### src/rtl/bpt_pkg.sv
// ----------------------------------------------------------------------------
// bpt_pkg
// shared types and codes of the bidirectional pair table
// ----------------------------------------------------------------------------
`default_nettype none

package bpt_pkg;

	localparam int KEY_W   = 32;
	localparam int COUNT_W = 5;

	typedef enum logic [1:0] {
		CMD_ADD        = 2'd0,
		CMD_REMOVE     = 2'd1,
		CMD_GET_SECOND = 2'd2,
		CMD_GET_FIRST  = 2'd3
	} cmd_t;

	typedef enum logic [1:0] {
		STAT_OK   = 2'd0,
		STAT_MISS = 2'd1,
		STAT_FULL = 2'd2
	} status_t;

	// operation held steady for the whole scan and commit
	typedef struct packed {
		cmd_t                     cmd;
		logic signed [KEY_W-1:0]  key_first;
		logic signed [KEY_W-1:0]  key_second;
	} op_t;

	// search record that walks the row of cells, one cell per cycle
	typedef struct packed {
		logic                     token;
		logic                     hit_first;
		logic                     hit_second;
		logic                     free_seen;
		logic signed [KEY_W-1:0]  partner;
	} probe_t;

	// table update broadcast to every cell after the scan
	typedef struct packed {
		logic add;
		logic del;
	} commit_t;

endpackage

`default_nettype wire

### src/rtl/bpt_if.sv
// ----------------------------------------------------------------------------
// bpt_if
// request and response channels of the bidirectional pair table
// ----------------------------------------------------------------------------
`default_nettype none

interface bpt_req_if;
	logic                                 valid;
	logic                                 ready;
	logic [1:0]                           cmd;
	logic signed [bpt_pkg::KEY_W-1:0]     key_first;
	logic signed [bpt_pkg::KEY_W-1:0]     key_second;

	modport source (output valid, output cmd, output key_first, output key_second,
		input ready);
	modport sink (input valid, input cmd, input key_first, input key_second,
		output ready);
endinterface

interface bpt_rsp_if;
	logic                                 valid;
	logic                                 ready;
	logic [1:0]                           status;
	logic signed [bpt_pkg::KEY_W-1:0]     partner_value;
	logic [bpt_pkg::COUNT_W-1:0]          pair_count;

	modport source (output valid, output status, output partner_value,
		output pair_count, input ready);
	modport sink (input valid, input status, input partner_value,
		input pair_count, output ready);
endinterface

`default_nettype wire

### src/rtl/bpt_cell.sv
// ----------------------------------------------------------------------------
// bpt_cell
// one table slot: holds a pair, updates the passing search record
// ----------------------------------------------------------------------------
`default_nettype none

module bpt_cell (
	input  wire logic             clk,
	input  wire logic             arst_n,
	input  wire bpt_pkg::op_t     op,
	input  wire bpt_pkg::commit_t commit,
	input  wire bpt_pkg::probe_t  probe_in,
	output bpt_pkg::probe_t       probe_out
);

	logic                                valid_q;
	logic                                sel_q;
	logic signed [bpt_pkg::KEY_W-1:0]    first_q;
	logic signed [bpt_pkg::KEY_W-1:0]    second_q;
	bpt_pkg::probe_t                     probe_q;
	bpt_pkg::probe_t                     probe_nxt;
	logic                                match_first;
	logic                                match_second;
	logic signed [bpt_pkg::KEY_W-1:0]    contrib;

	// stored keys only count while the slot is valid
	assign match_first  = valid_q && (first_q == op.key_first);
	assign match_second = valid_q && (second_q == op.key_second);

	always_comb begin
		contrib = '0;
		if (op.cmd == bpt_pkg::CMD_GET_SECOND && match_first) begin
			contrib = second_q;
		end else if (op.cmd == bpt_pkg::CMD_GET_FIRST && match_second) begin
			contrib = first_q;
		end
		probe_nxt            = probe_in;
		probe_nxt.hit_first  = probe_in.hit_first | match_first;
		probe_nxt.hit_second = probe_in.hit_second | match_second;
		probe_nxt.free_seen  = probe_in.free_seen | ~valid_q;
		probe_nxt.partner    = probe_in.partner | contrib;
	end

	always_ff @(posedge clk or negedge arst_n) begin
		if (!arst_n) begin
			valid_q <= 1'b0;
			sel_q   <= 1'b0;
			probe_q <= '0;
		end else begin
			probe_q <= probe_nxt;
			// remember whether this slot is the one a commit would touch
			if (probe_in.token) begin
				if (op.cmd == bpt_pkg::CMD_ADD) begin
					sel_q <= ~valid_q & ~probe_in.free_seen;
				end else begin
					sel_q <= match_first;
				end
			end
			if (sel_q && commit.add) begin
				valid_q <= 1'b1;
			end else if (sel_q && commit.del) begin
				valid_q <= 1'b0;
			end
		end
	end

	always_ff @(posedge clk) begin
		if (sel_q && commit.add) begin
			first_q  <= op.key_first;
			second_q <= op.key_second;
		end
	end

	assign probe_out = probe_q;

endmodule

`default_nettype wire

### src/rtl/bidirectional_pair_table_core.sv
// ----------------------------------------------------------------------------
// bidirectional_pair_table_core
// fixed-capacity table of one-to-one pairs, searchable by either member
// ----------------------------------------------------------------------------
// The table is a row of CAPACITY cells, each holding one pair. An accepted item
// launches a search record into the first cell; the record moves one cell per
// cycle, collecting first-key and second-key matches, whether a free slot was
// seen, and the partner value for lookups. Each cell also notes whether it is
// the slot an update would touch (the matching slot for remove, the lowest free
// slot for add). The record that leaves the last cell is registered; once the
// output register is free, the controller forms the result and broadcasts the
// add or remove to the row, and the result then shows on rsp.valid. The walk
// through the cell row sets how long an item takes; one item is in flight at a
// time, and req.ready is high only while the block is idle. A finished result
// sits in an output register, so the next item is accepted while that result
// waits on rsp.ready; if it still waits when the next result is ready, that
// result holds until rsp.ready. Results come in acceptance order, one per item.
// pair_count reports the low five bits of the number of stored pairs after the
// operation.
// ----------------------------------------------------------------------------
`default_nettype none

module bidirectional_pair_table_core #(
	parameter int CAPACITY = 16
) (
	input  wire logic    clk,
	input  wire logic    arst_n,
	bpt_req_if.sink      req,
	bpt_rsp_if.source    rsp
);

	localparam int CNT_W = $clog2(CAPACITY + 1);
	localparam int OUT_W = bpt_pkg::COUNT_W;

	typedef enum logic [1:0] {
		S_IDLE,
		S_SCAN,
		S_DONE
	} state_t;

	state_t                              state_q;
	bpt_pkg::op_t                        op_q;
	logic                                start_q;
	bpt_pkg::probe_t                     fin_q;
	logic [CNT_W-1:0]                    count_q;
	logic                                rsp_valid_q;
	bpt_pkg::status_t                    status_q;
	logic signed [bpt_pkg::KEY_W-1:0]    partner_q;
	logic [OUT_W-1:0]                    pair_count_q;

	bpt_pkg::probe_t                     chain [CAPACITY+1];
	bpt_pkg::commit_t                    commit;

	logic                                req_fire;
	logic                                res_free;
	logic                                finish;
	bpt_pkg::status_t                    status_nxt;
	logic signed [bpt_pkg::KEY_W-1:0]    partner_nxt;
	logic [CNT_W-1:0]                    count_nxt;

	assign req.ready = (state_q == S_IDLE);
	assign req_fire  = req.valid && req.ready;
	assign res_free  = !rsp_valid_q || rsp.ready;
	assign finish    = (state_q == S_DONE) && res_free;

	// the record entering the row starts empty
	always_comb begin
		chain[0]       = '0;
		chain[0].token = start_q;
	end

	for (genvar i = 0; i < CAPACITY; i++) begin : g_cell
		bpt_cell u_cell (
			.clk       (clk),
			.arst_n    (arst_n),
			.op        (op_q),
			.commit    (commit),
			.probe_in  (chain[i]),
			.probe_out (chain[i+1])
		);
	end

	// result and table update from the record that left the last cell
	always_comb begin
		status_nxt  = bpt_pkg::STAT_MISS;
		partner_nxt = '0;
		count_nxt   = count_q;
		commit      = '0;
		case (op_q.cmd)
			bpt_pkg::CMD_ADD: begin
				if (fin_q.hit_first || fin_q.hit_second) begin
					status_nxt = bpt_pkg::STAT_MISS;
				end else if (!fin_q.free_seen) begin
					status_nxt = bpt_pkg::STAT_FULL;
				end else begin
					status_nxt = bpt_pkg::STAT_OK;
					commit.add = finish;
					count_nxt  = CNT_W'(count_q + 1'b1);
				end
			end
			bpt_pkg::CMD_REMOVE: begin
				if (fin_q.hit_first) begin
					status_nxt = bpt_pkg::STAT_OK;
					commit.del = finish;
					count_nxt  = CNT_W'(count_q - 1'b1);
				end
			end
			bpt_pkg::CMD_GET_SECOND: begin
				if (fin_q.hit_first) begin
					status_nxt  = bpt_pkg::STAT_OK;
					partner_nxt = fin_q.partner;
				end
			end
			bpt_pkg::CMD_GET_FIRST: begin
				if (fin_q.hit_second) begin
					status_nxt  = bpt_pkg::STAT_OK;
					partner_nxt = fin_q.partner;
				end
			end
			default: begin
				status_nxt = bpt_pkg::STAT_MISS;
			end
		endcase
	end

	// control
	always_ff @(posedge clk or negedge arst_n) begin
		if (!arst_n) begin
			state_q     <= S_IDLE;
			start_q     <= 1'b0;
			count_q     <= '0;
			rsp_valid_q <= 1'b0;
		end else begin
			start_q <= req_fire;
			// a new result replaces the one taken at this edge
			if (finish) begin
				rsp_valid_q <= 1'b1;
			end else if (rsp.ready) begin
				rsp_valid_q <= 1'b0;
			end
			unique case (state_q)
				S_IDLE: begin
					if (req_fire) begin
						state_q <= S_SCAN;
					end
				end
				S_SCAN: begin
					if (chain[CAPACITY].token) begin
						state_q <= S_DONE;
					end
				end
				S_DONE: begin
					if (res_free) begin
						count_q <= count_nxt;
						state_q <= S_IDLE;
					end
				end
				default: begin
					state_q <= S_IDLE;
				end
			endcase
		end
	end

	// payload
	always_ff @(posedge clk) begin
		if (req_fire) begin
			op_q.cmd        <= bpt_pkg::cmd_t'(req.cmd);
			op_q.key_first  <= req.key_first;
			op_q.key_second <= req.key_second;
		end
		if (state_q == S_SCAN && chain[CAPACITY].token) begin
			fin_q <= chain[CAPACITY];
		end
		if (finish) begin
			status_q     <= status_nxt;
			partner_q    <= partner_nxt;
			pair_count_q <= OUT_W'(count_nxt);
		end
	end

	assign rsp.valid         = rsp_valid_q;
	assign rsp.status        = status_q;
	assign rsp.partner_value = partner_q;
	assign rsp.pair_count    = pair_count_q;

endmodule

`default_nettype wire
### src/flat_wrapper.sv
// flat-port wrapper written by rule: the top's interface ports become plain ports
module bidirectional_pair_table_core_flat 
#(
	parameter int CAPACITY = 16
)
  (clk, arst_n, req_valid, req_cmd, req_key_first, req_key_second, req_ready, rsp_valid, rsp_status, rsp_partner_value, rsp_pair_count, rsp_ready);
  bpt_req_if req_i ();
  bpt_rsp_if rsp_i ();
  input  wire logic clk;
  input  wire logic arst_n;
  input wire logic [$bits(req_i.valid)-1:0] req_valid;
  input wire logic [$bits(req_i.cmd)-1:0] req_cmd;
  input wire logic [$bits(req_i.key_first)-1:0] req_key_first;
  input wire logic [$bits(req_i.key_second)-1:0] req_key_second;
  output wire logic [$bits(req_i.ready)-1:0] req_ready;
  output wire logic [$bits(rsp_i.valid)-1:0] rsp_valid;
  output wire logic [$bits(rsp_i.status)-1:0] rsp_status;
  output wire logic [$bits(rsp_i.partner_value)-1:0] rsp_partner_value;
  output wire logic [$bits(rsp_i.pair_count)-1:0] rsp_pair_count;
  input wire logic [$bits(rsp_i.ready)-1:0] rsp_ready;
  assign req_i.valid = req_valid;
  assign req_i.cmd = req_cmd;
  assign req_i.key_first = req_key_first;
  assign req_i.key_second = req_key_second;
  assign req_ready = req_i.ready;
  assign rsp_valid = rsp_i.valid;
  assign rsp_status = rsp_i.status;
  assign rsp_partner_value = rsp_i.partner_value;
  assign rsp_pair_count = rsp_i.pair_count;
  assign rsp_i.ready = rsp_ready;
  bidirectional_pair_table_core #(.CAPACITY(CAPACITY)) u_core (.clk(clk), .arst_n(arst_n), .req(req_i), .rsp(rsp_i));
endmodule
### config.mk
export PLATFORM = sky130hd
export DESIGN_NAME = bidirectional_pair_table_core_flat
export DESIGN_NICKNAME = d
export VERILOG_FILES = /design/src/rtl/bpt_pkg.sv /design/src/rtl/bpt_if.sv /design/src/rtl/bpt_cell.sv /design/src/rtl/bidirectional_pair_table_core.sv /design/src/flat_wrapper.sv
export SDC_FILE = /design/constraint.sdc
export NUM_CORES = 2
export LEC_CHECK = 0
export BUFFER_PORTS_ARGS = -buffer_cell sky130_fd_sc_hd__clkbuf_2
export CAP_MARGIN = 30
export CORE_ASPECT_RATIO = 1.5
export CORE_MARGIN = 8
export CORE_UTILIZATION = 57
export DETAILED_ROUTE_END_ITERATION = 16
export PLACE_DENSITY = 0.88
export REMOVE_ABC_BUFFERS = 1
export SYNTH_ARGS = -nofsm -noshare
export SYNTH_HDL_FRONTEND = slang
export SYNTH_SLANG_ARGS = --single-unit
### constraint.sdc
create_clock -name clk -period 3.6 [get_ports clk]
set_input_delay 0.36 -clock clk [delete_from_list [all_inputs] [get_ports clk]]
set_output_delay 0.36 -clock clk [all_outputs]
set_load 0.005 [all_outputs]
==> results.txt <==
Die Ht = 461 um
Reg clk slew, reported paths = 0.07 ns
Power per Cell Area = 469 mW/mm^2
Worst-path fanout max = 34
Largest net degree at the start of global routing = 112
Total GRT Usage = 0.371
Ranking of synthesized cells by area = edfxtp_1, dfrtp_1, xnor2_1
Filler instances = 8878
Area leader, netlist = edfxtp_1
Final setup skew = 0.0374 ns
Clock buffer count from CTS = 159
Worst Reg-to-Reg Cells = 10
Area delta synth->final = 15.1%
Final Max Tran Viols = 0
Setup CP Type = reg -> reg
Post-DP HPWL = 180000 um
Max incr delay on CP = 0.58 ns
Seq cells post-synth = 1781
Clock Latency Late Sink = 0.82 ns
Row Count = 163
Initial core utilization = 0.573
Final period util = 0.925
Worst Tran Pin Value = 0.968 ns
Hold Violations, Final = 0
Worst Setup EP = u_core.g_cell[4].u_cell.probe_out[7]
IO buf count = 110
Core area = 0.131 mm^2
Reg-to-Reg Start = u_core.op_q[47]
Clk sink count = 1781
Via count = 53097
Worst Hold Class = in -> async
Seq/Total Area, Yosys = 0.671
EDFF count, synth = 1164
Mapped Avg Cell Area = 13.5 um^2
Most common cell after layout, fill and taps aside = edfxtp_1
RePlAce Congestion = 1.01
Synth warnings = 0
Async S/R FF share, synth = 0.346
Hold Slack = 0.142 ns
Max Cap Violations = 0
GR Overflow Total = 0
Total wire length = 272000 um
Synth cell types = 65
Unrepaired setup endpoints after global routing = false
Data required time of the critical path = 4.29 ns
Seq pwr share = 0.538
Top_reg_cell synth = edfxtp_1
Comb pwr share = 0.015
Post-CTS Setup Bufs = 0
Final min period = 3.33 ns
Run status = completed
Post-DP Area = 0.0803 mm^2
Arrival time of the worst setup path = 4.02 ns
CTS H-Tree Depth = 4
Pre-antenna DRT Iters = 6
IO Pins = 111
Mapped Cells = 5573
Vias in the first global route = 51818
DRC = 0
CP dominant cell by count = buf_4
Antenna Nets Post-Route = 0
Proportion of layout cells with a drive suffix above 1 = 0.128
Startpoint Class = flop
Peak supply drop = 0.568 mV
Worst path cell trace = buf_4 > xor2_1 > buf_4 > nor4_1 > nand2_1 > nor3_2 > buf_12 > a41oi_1 > o21ai_0 > buf_4
RR Endpoint = u_core.g_cell[4].u_cell.probe_out[7]
Leak Pwr = 32.6 nW
Slowest cell on crit path = edfxtp_1
Switch share = 0.205
Finished Layout Cells = 7753
Final setup violation count = 0
Clk pwr share = 0.448
DRT iter0 DRCs = 8699
Fin nets = 5955
Initial antenna violation count = 21
Power Total = 40.5 mW
Commonest non-fill, non-tap cells in the layout = edfxtp_1, xnor2_1, dfrtp_1
Design area = 0.0865 mm^2
Core Util, Final = 0.659
Root Buffer = clkbuf_16
Yosys top cell area share = 0.465
Fmax = 300 MHz
First-pass GRT wire length = 380000 um
Placed insts = 7381
Setup slack, reg-to-reg = 0.27 ns
Slew HR = 0.349
Mapped cell area = 0.0751 mm^2
CTS tree = yes
Critical Path Source = u_core.op_q[47]
Clock Tree Buf Depth = 3
DR WL/cell = 35.1 um
Die width = 312 um
CP Capture Type = flop
Sw power = 8.29 mW
Int Power = 32.2 mW
Vias per inst = 6.85
Die Area = 0.144 mm^2
==> sequential cells by signal (all words and copies together) (netlist names) <==
name,flops
u_core.g_cell.u_cell.first_q,512
u_core.op_q,66
u_core.g_cell.u_cell.sel_q,16
u_core.rsp.valid,1
u_core.fin_q,35
u_core.count_q,5
u_core.g_cell.u_cell.probe_out,576
u_core.g_cell.u_cell.valid_q,16
u_core.rsp.status,2
u_core.start_q,1
u_core.rsp.pair_count,5
u_core.rsp.partner_value,32
u_core.g_cell.u_cell.second_q,512
u_core.state_q,2
==> worst min path at each step <==
| stage | startpoint | slack, ns | to | cells after the start |
|---|---|---|---|---|
| global route | arst_n | 0.18 | u_core.g_cell[10].u_cell.probe_out[20] | 2 |
| floorplan | arst_n | 0.06 | u_core.count_q[0] | 0 |
| finish | arst_n | 0.14 | u_core.g_cell[10].u_cell.probe_out[20] | 2 |
| CTS | arst_n | 0.16 | u_core.g_cell[10].u_cell.probe_out[20] | 2 |
| global placement | arst_n | 0.39 | u_core.g_cell[10].u_cell.probe_out[20] | 1 |
| detailed placement | arst_n | 0.39 | u_core.g_cell[10].u_cell.probe_out[20] | 1 |
==> timing repair <==
item	in CTS	in global routing
hold endpoints to repair	118	0
resized for setup	0	0
hold buffers	69	0
==> cell usage after synthesis (59+ instances only) <==
cell type  instances
a311o_1          320
a41oi_1          128
buf_2            122
clkbuf_1         244
dfrtp_1          617
edfxtp_1        1164
inv_1            330
nand2_1          213
nand3_1          110
nand4_1          240
nor2_1           344
nor2b_1           59
nor3_1            96
nor4_1           102
o21ai_0           89
o31ai_1           64
xnor2_1          667
xor2_1           310
==> per-layer routing <==
metal	wire length, um	GRT usage	part of all wire
met3	30300	0.0751	0.11
met2	126000	0.588	0.46
met5	65	0	0.00024
met4	30200	0.322	0.11
met1	85900	0.431	0.32
==> power groups by stage <==
stage / Combinational, mW / Sequential [mW] / Clock [mW]
final: 0.601 / 21.8 / 18.1
after detailed placement: 0.529 / 22.2 / 0
after global placement: 0.516 / 22.2 / 0
after global routing: 0.641 / 21.8 / 18.8
after floorplan: 0.136 / 22.2 / 0
after CTS: 0.593 / 21.8 / 18.1
==> cell families after synthesis <==
logic type	synth area share
multiplexers	0.000283
flip-flops	0.671
buffers and inverters	0.0379
XOR/XNOR	0.114
AND/OR/NAND/NOR	0.0878
adder cells (fa/ha/maj)	0.000999
AO/OA/AOI/OAI	0.0885
==> through the flow <==
step	setup TNS [ns]	setup WS, ns
after detailed placement	0	0.439
after global routing	0	0.342
final	0	0.271
after CTS	0	0.399
after global placement	0	0.452
after floorplan	-3109.89	-5.72
==> worst max-delay path: cells and delay by family, from the launching register on <==
family                    cells  cell delay (ns)
xor gates and xnor gates      1             0.44
buffers and inverters         4             1.02
AOI/OAI and AO/OA             2             0.93
and+or+nand+nor               3             0.21
DFF                           1             0.58
==> area by class of cell <==
class,count,area [um^2],area share
clock buffers,234,4710,0.0544
clock inverters,60,791,0.00914
inverters,331,1240,0.0144
well taps,1732,2170,0.0251
diodes,9,22.5,0.000260
multi-input cells,3080,22100,0.255
repair buffers,526,5080,0.0588
flip-flops and latches,1781,50400,0.583
Power figures use the tool's default switching activity.
